[src/rtl/khd_pkg.sv]
// shared types and constants of the hop distance unit
`timescale 1ns / 1ps
`default_nettype none

package khd_pkg;

  localparam int ROW_W   = 6;
  localparam int DIN_W   = 32;
  localparam int HOP_W   = 7;
  localparam int NC_W    = 7;
  localparam int MC_W    = 6;
  localparam int CFG_W   = 7;

  localparam logic [HOP_W-1:0] HOP_NONE = 7'h7F;
  localparam logic [5:0]       HOP_MAX  = 6'd63;

  localparam logic CFG_NODE_COUNT   = 1'b0;
  localparam logic CFG_MAX_CHILDREN = 1'b1;

  localparam logic REQ_LOAD  = 1'b0;
  localparam logic REQ_QUERY = 1'b1;

  typedef enum logic [4:0] {
    OP_NOP, OP_B_INIT, OP_R_ROW, OP_R_RD, OP_R_END, OP_T_ROW, OP_C_RD, OP_C_END,
    OP_S_RD, OP_S_K, OP_S_JEND, OP_A_RD, OP_A_END, OP_W_INIT, OP_W_POP, OP_W_V,
    OP_O_RD, OP_O_LD
  } op_t;

  typedef struct packed {
    op_t  op;
    logic in_take;
  } cmd_t;

  typedef struct packed {
    logic in_pending;
    logic is_query;
    logic q_ok;
    logic graph_ready;
    logic i_last;
    logic j_last;
    logic k_last;
    logic cand_gt;
    logic q_empty;
    logic out_busy;
  } status_t;

endpackage

`default_nettype wire

[src/rtl/khd_ctrl.sv]
// controller: sequences loading, graph building, walk and result output
`timescale 1ns / 1ps
`default_nettype none

module khd_ctrl (
  input  wire logic             clk,
  input  wire logic             rst_n,
  input  wire khd_pkg::status_t st,
  output khd_pkg::cmd_t         cmd
);

  typedef enum logic [24:0] {
    ST_IDLE   = 25'h0000001,
    ST_B_INIT = 25'h0000002,
    ST_R_ROW  = 25'h0000004,
    ST_R_RD   = 25'h0000008,
    ST_R_DRN  = 25'h0000010,
    ST_R_END  = 25'h0000020,
    ST_T_ROW  = 25'h0000040,
    ST_C_RD   = 25'h0000080,
    ST_C_DRN  = 25'h0000100,
    ST_C_END  = 25'h0000200,
    ST_S_RD   = 25'h0000400,
    ST_S_V    = 25'h0000800,
    ST_S_K    = 25'h0001000,
    ST_S_KDRN = 25'h0002000,
    ST_S_JEND = 25'h0004000,
    ST_A_RD   = 25'h0008000,
    ST_A_DRN  = 25'h0010000,
    ST_A_END  = 25'h0020000,
    ST_W_INIT = 25'h0040000,
    ST_W_POP  = 25'h0080000,
    ST_W_POPD = 25'h0100000,
    ST_W_V    = 25'h0200000,
    ST_W_DRN  = 25'h0400000,
    ST_O_RD   = 25'h0800000,
    ST_O_LD   = 25'h1000000
  } state_t;

  state_t state_r, state_nxt;

  always_comb begin
    state_nxt   = state_r;
    cmd.op      = khd_pkg::OP_NOP;
    cmd.in_take = 1'b0;
    case (state_r)
      ST_IDLE: begin
        cmd.in_take = 1'b1;
        if (st.in_pending && st.is_query && st.q_ok)
          state_nxt = st.graph_ready ? ST_W_INIT : ST_B_INIT;
      end
      ST_B_INIT: begin cmd.op = khd_pkg::OP_B_INIT; state_nxt = ST_R_ROW; end
      ST_R_ROW:  begin cmd.op = khd_pkg::OP_R_ROW;  state_nxt = ST_R_RD; end
      ST_R_RD: begin
        cmd.op = khd_pkg::OP_R_RD;
        if (st.j_last) state_nxt = ST_R_DRN;
      end
      ST_R_DRN: state_nxt = ST_R_END;
      ST_R_END: begin
        cmd.op    = khd_pkg::OP_R_END;
        state_nxt = st.i_last ? ST_T_ROW : ST_R_ROW;
      end
      ST_T_ROW: begin cmd.op = khd_pkg::OP_T_ROW; state_nxt = ST_C_RD; end
      ST_C_RD: begin
        cmd.op = khd_pkg::OP_C_RD;
        if (st.j_last) state_nxt = ST_C_DRN;
      end
      ST_C_DRN: state_nxt = ST_C_END;
      ST_C_END: begin
        cmd.op    = khd_pkg::OP_C_END;
        state_nxt = st.cand_gt ? ST_S_RD : ST_A_RD;
      end
      ST_S_RD: begin cmd.op = khd_pkg::OP_S_RD; state_nxt = ST_S_V; end
      ST_S_V:  state_nxt = ST_S_K;
      ST_S_K: begin
        cmd.op = khd_pkg::OP_S_K;
        if (st.k_last) state_nxt = ST_S_KDRN;
      end
      ST_S_KDRN: state_nxt = ST_S_JEND;
      ST_S_JEND: begin
        cmd.op    = khd_pkg::OP_S_JEND;
        state_nxt = st.j_last ? ST_A_RD : ST_S_RD;
      end
      ST_A_RD: begin
        cmd.op = khd_pkg::OP_A_RD;
        if (st.j_last) state_nxt = ST_A_DRN;
      end
      ST_A_DRN: state_nxt = ST_A_END;
      ST_A_END: begin
        cmd.op    = khd_pkg::OP_A_END;
        state_nxt = st.i_last ? ST_W_INIT : ST_T_ROW;
      end
      ST_W_INIT: begin cmd.op = khd_pkg::OP_W_INIT; state_nxt = ST_W_POP; end
      ST_W_POP: begin
        cmd.op    = khd_pkg::OP_W_POP;
        state_nxt = st.q_empty ? ST_O_RD : ST_W_POPD;
      end
      ST_W_POPD: state_nxt = ST_W_V;
      ST_W_V: begin
        cmd.op = khd_pkg::OP_W_V;
        if (st.j_last) state_nxt = ST_W_DRN;
      end
      ST_W_DRN: state_nxt = ST_W_POP;
      ST_O_RD: begin
        if (!st.out_busy) begin
          cmd.op    = khd_pkg::OP_O_RD;
          state_nxt = ST_O_LD;
        end
      end
      ST_O_LD: begin
        cmd.op    = khd_pkg::OP_O_LD;
        state_nxt = st.j_last ? ST_IDLE : ST_O_RD;
      end
      default: state_nxt = ST_IDLE;
    endcase
  end

  always_ff @(posedge clk) begin
    if (!rst_n) state_r <= ST_IDLE;
    else        state_r <= state_nxt;
  end

endmodule

`default_nettype wire

[config.mk]
export PLATFORM = sky130hd
export DESIGN_NAME = khd_ctrl
export DESIGN_NICKNAME = d
export VERILOG_FILES = /design/src/rtl/khd_pkg.sv /design/src/rtl/khd_ctrl.sv
export SDC_FILE = /design/constraint.sdc
export NUM_CORES = 1
export LEC_CHECK = 0
export BUFFER_PORTS_ARGS = -buffer_cell sky130_fd_sc_hd__buf_2
export CORE_ASPECT_RATIO = 1.5
export CORE_MARGIN = 10
export CORE_UTILIZATION = 30
export DETAILED_ROUTE_END_ITERATION = 16
export SLEW_MARGIN = 20
export SYNTH_ARGS = -nofsm -noshare
export SYNTH_HDL_FRONTEND = slang
export SYNTH_SLANG_ARGS = --single-unit
export TNS_END_PERCENT = 20
[constraint.sdc]
create_clock -name clk -period 2.52 [get_ports clk]
set_input_delay 0.63 -clock clk [delete_from_list [all_inputs] [get_ports clk]]
set_output_delay 0.63 -clock clk [all_outputs]
set_load 0.01 [all_outputs]
After elaboration in Yosys (flattened, before gate mapping)

Cells that the tools add are included.

Bits in registers: 25
Latch bits: 0
RAM bits: 0
Bits in read-only memories: 0
Bits of input ports: 12
Output and inout bits: 6
Logic and storage cells: 55
Memories: 0

$add $sub $neg: 0
$mul: 0
Divide/modulo/power cells: 0
$lt $le $gt $ge: 0
Equal/unequal tests: 32
Shift-type cells: 0
Mux-type cells: 18
Bitwise operators: 0
Reductions and logical operators: 4

Operator list:

| cell                 | count |
|---|---|
| $pmux 25 s24         | 1 |
| $mux 25              | 7 |
| $pmux 5 s17          | 1 |
| $mux 24              | 2 |
| $mux 19              | 2 |
| $mux 16              | 2 |
| $eq 25x1->1 const B  | 1 |
| $eq 25x10->1 const B | 1 |
| $eq 25x11->1 const B | 1 |
| $eq 25x12->1 const B | 1 |
| $eq 25x13->1 const B | 1 |
| $eq 25x14->1 const B | 1 |
| $eq 25x15->1 const B | 1 |
| $eq 25x16->1 const B | 1 |
| $eq 25x17->1 const B | 1 |
| $eq 25x18->1 const B | 1 |
| $eq 25x19->1 const B | 1 |
| $eq 25x2->1 const B  | 1 |
| $eq 25x20->1 const B | 1 |
| $eq 25x21->1 const B | 1 |
| $eq 25x22->1 const B | 1 |
| $eq 25x23->1 const B | 1 |
| $eq 25x24->1 const B | 1 |
| $eq 25x25->1 const B | 1 |
| 14 further kinds     | 21 |

Longest topological paths before layout

Depth after elaboration: 4
Gate-level depth with buffers: 9
Gate-level depth less buffers: 7

Worst setup path before layout

No wires, ideal clock.

Kind: reg-to-output
Start point: reg state_r[16]
End point: out cmd[4] (netlist bit)
Arrival time: 2.048 ns
Required time: 1.890 ns
Path slack: -0.158 ns
Cell stages (with the launch flop): 7
Buffers on the path: 1
Cells stage by stage: dfxtp_1 -> or4_4 -> nor4_4 -> buf_2 -> nand2_1 -> nor4_2 -> or4b_2

RTL lines:

| what                   | line            | text |
|---|---|---|
| start, declared        | khd_ctrl.sv:40  | `state_t state_r, state_nxt;` |
| start signal, assigned | khd_ctrl.sv:120 | `else state_r <= state_nxt;` |
| end, declared          | khd_ctrl.sv:9   | `output khd_pkg::cmd_t cmd` |

==> results.yml <==
finish:
  design_area_mm2: 0.002450
  largest_registers: "state_r (25)"
  nFillCells: 525
  areaGrowthSynthToFinish_pct: 49.24
  regMostFlops: "state_r"
  nNetsFinal: 298
  diodes: 0
  layout-drive-gt1-share_pct: 44.56
  multi_input_area_mm2: 0.001160
  largest_reg_flops: 25
  seq_area_um2: 501.7
timing:
  finalCritPeriodShare_pct: 117.1
  setup_tns_ps: -2162
  relSlewSlack_pct: 54.47
  grt_setup_unrepaired: "true"
  clock-skew-final_ps: 6.736
  hold_violations: 0
  whs_ps: 511.4
  fmax_ghz: 0.3389
  fin_ws_ps: -430.6
  min_period_ps: 2951
  setup_viol: 6
  finalMaxSlewViolations: 0
  worst_pin_slew_ps: 673.5
floorplan:
  start_util_pct: 31.30
  row_count: 32
  dieWidth_um: 80.40
  core_area_mm2: 0.005245
  die_area_mm2: 0.008892
  io_pins: 18
  die-height_um: 110.6
setup_path:
  r2r_slack_ps: 100
  cpMaxStageDelayCell: "or4_4"
  cp-end-kind: "output pin"
  setup.worst_path.start_class: "flop"
  worstPathMaxFanout: 4
  cp.arrival_ps: 2320
  worstReg2RegEnd: "state_r[0]$_SDFFE_PN1P_"
  crit_chain: "or4_4 -> nor4_4 -> nand2_1 -> nor4_4 -> nor4_1 -> inv_1 -> buf_2"
  cpMostUsedCell: "nor4_4"
  critical-path-max-stage-delay_ps: 560
  worstPathRequired_ps: 1890
  path_class: "flop to output pin"
  r2r.worst_path.cells: 7
  r2r-start: "state_r[4]$_SDFFE_PN0P_"
clock_tree:
  path_clk_slew_ps: 90
  clk_path_buf_depth: 2
  cts.root.buffer_cell: "clkbuf_8"
  postCtsSetupRepairBufs: 0
  cts.sink_count: 25
  numCtsBuffers: 3
  htree_levels: 1
  cts_tree: "built"
  clk_latency_ps: 280
yosys:
  async_flop_share_pct: 0
  synth_top_area_share_pct: 30.49
  netlist_top_cells_area: "dfxtp_1 30%, nor2_1 6.6%, nand3_1 4.6%, nor4b_1 4.3%, nand4_1 4.2%"
  yosys-top-cells-count: "29 x nor2_1, 25 x dfxtp_1, 15 x nand3_1, 11 x nand4_1"
  ys_types: 51
  synth-seq-area-share_pct: 30.49
  synth_area_mm2: 0.001642
  synth_edf_count: 0
  syn_inst: 200
  synth_area_leader_cell: "dfxtp_1"
  synth_nets: 212
  ys_ff_latch: 25
  ys.flop_type: "dfxtp_1"
  synth.avg_cell_area_um2: 8.208
  yosysMostFrequentCell: "nor2_1"
  synth_warnings: 0
hold_path:
  hold_path_depth: 2
  holdCritStartpoint: "st[1]"
  min_to: "state_r[20]$_SDFFE_PN0P_"
  hp-class: "input pin to flop"
global_routing:
  grt_pass1_wl_mm: 9.032
  first_global_vias: 1919
  overflow: 0
  antenna_found_initial: 0
  grt_start_max_net_pins: 14
  grt_use_total_pct: 12.72
detailed_routing:
  viasPerCell: 5.346
  wire_per_inst_um: 15.95
  drt_pre_antenna_iters: 4
  finalWirelength_mm: 5.631
  drt-initial-drc-count: 113
  ant_nets: 0
  drc: 0
  vias: 1887
power:
  swShare_pct: 28.80
  peakVddDrop_mv: 0.1763
  combPwrFrac_pct: 24.1
  pwr-share-clk_pct: 29.4
  cell_internal_pwr_mw: 0.6128
  powerDensity_mw_per_mm2: 351.3
  pwr-share-seq_pct: 46.5
  leakagePower_nw: 1.065
  finalPower_mw: 0.8607
  p_sw_mw: 0.2479
place:
  hpwl_mm: 4.611
  finalWeightedCongestion: 0.8959
  io_buffers: 17
  dpl_cell_area_mm2: 0.002340
run:
  maxCapViolations: 0
status:
  status: "finished with violations"
  violations: "setup timing"
cells in the final DEF, fill, tap and decap left out, types with 5 or more instances in the layout:
cell	n
dfxtp_1	24
buf_2	16
or4_4	7
buf_4	66
nand4_1	11
nor2_1	27
a21oi_1	9
nor4_1	8
inv_1	6
nor4b_1	8
nor3_1	8
o21ai_0	10
nand2_1	5
nand3_1	12
per-layer routing:
metal  track usage, %  up-vias  routed length [µm]  share of wire [%]
met5                0        -                   0                  0
met4            7.042        0                 167                3.0
met3            2.350        9                 271                4.8
met2            22.08       40                2906                 52
met1            13.68      900                2285                 41
li1                 -      938                   -                  -
power groups by stage:
stage               Combinational, mW  Clock [mW]  Sequential, mW
floorplan                      0.0932           0           0.411
global placement                0.191           0           0.409
detailed placement              0.192           0           0.410
CTS                             0.200       0.257           0.400
global route                    0.221       0.273           0.401
finish                          0.207       0.253           0.400
how the worst max path moves through the flow:
| stage | start | endpoint | slack [ps] | cells past startpoint |
|---|---|---|---|---|
| final | state_r[8]$_SDFFE_PN0P_ | cmd[2] | -430 | 7 |
| after CTS | state_r[9]$_SDFFE_PN0P_ | cmd[2] | -420 | 7 |
| after global routing | state_r[1]$_SDFFE_PN0P_ | cmd[4] | -530 | 7 |
| after floorplan | state_r[19]$_SDFFE_PN0P_ | cmd[4] | -30 | 6 |
| after global placement | state_r[4]$_SDFFE_PN0P_ | cmd[4] | -140 | 7 |
| after detailed placement | state_r[4]$_SDFFE_PN0P_ | cmd[4] | -150 | 7 |
through the flow:
stage | setup WS, ps | util, % | instances
3_5_place_dp | -146.0 | 44.61 | 349
2_1_floorplan | -31.85 | - | 200
4_1_cts | -421.6 | 45.92 | 353
5_1_grt | -531.7 | 46.71 | 353
3_3_place_gp | -137.0 | 44.61 | 349
6_report | -430.6 | 46.71 | 353
area by class of cell:
class / count / area share, %
timing repair buffer: 86 / 25.69
clock buffer: 4 / 1.839
tap: 68 / 3.473
sequential: 25 / 20.48
multi-input combinational: 163 / 47.34
inverter: 7 / 1.175
cells by family (layout without fill, tap and decap cells):
kind of cell	Yosys count	after routing	synth area share [%]
simple gates	126	126	49.31
compound gates	31	31	12.50
flops	25	25	30.49
buf+inv	12	97	4.116
xor+xnor	5	5	2.668
mux	1	1	0.9144
worst max-delay path: cells and delay by family, from the launching register on:
kind	cells	cell delay, ps
buffers and inverters	2	190
DFF	1	330
and+or+nand+nor	5	1520
what timing repair did:
action | in CTS | in global routing
endpoints found under the setup margin | 6 | 7
hold buffers | 0 | 0
resized for setup | 6 | 12
pin swaps | 0 | 1
Power figures use the tool's default switching activity.
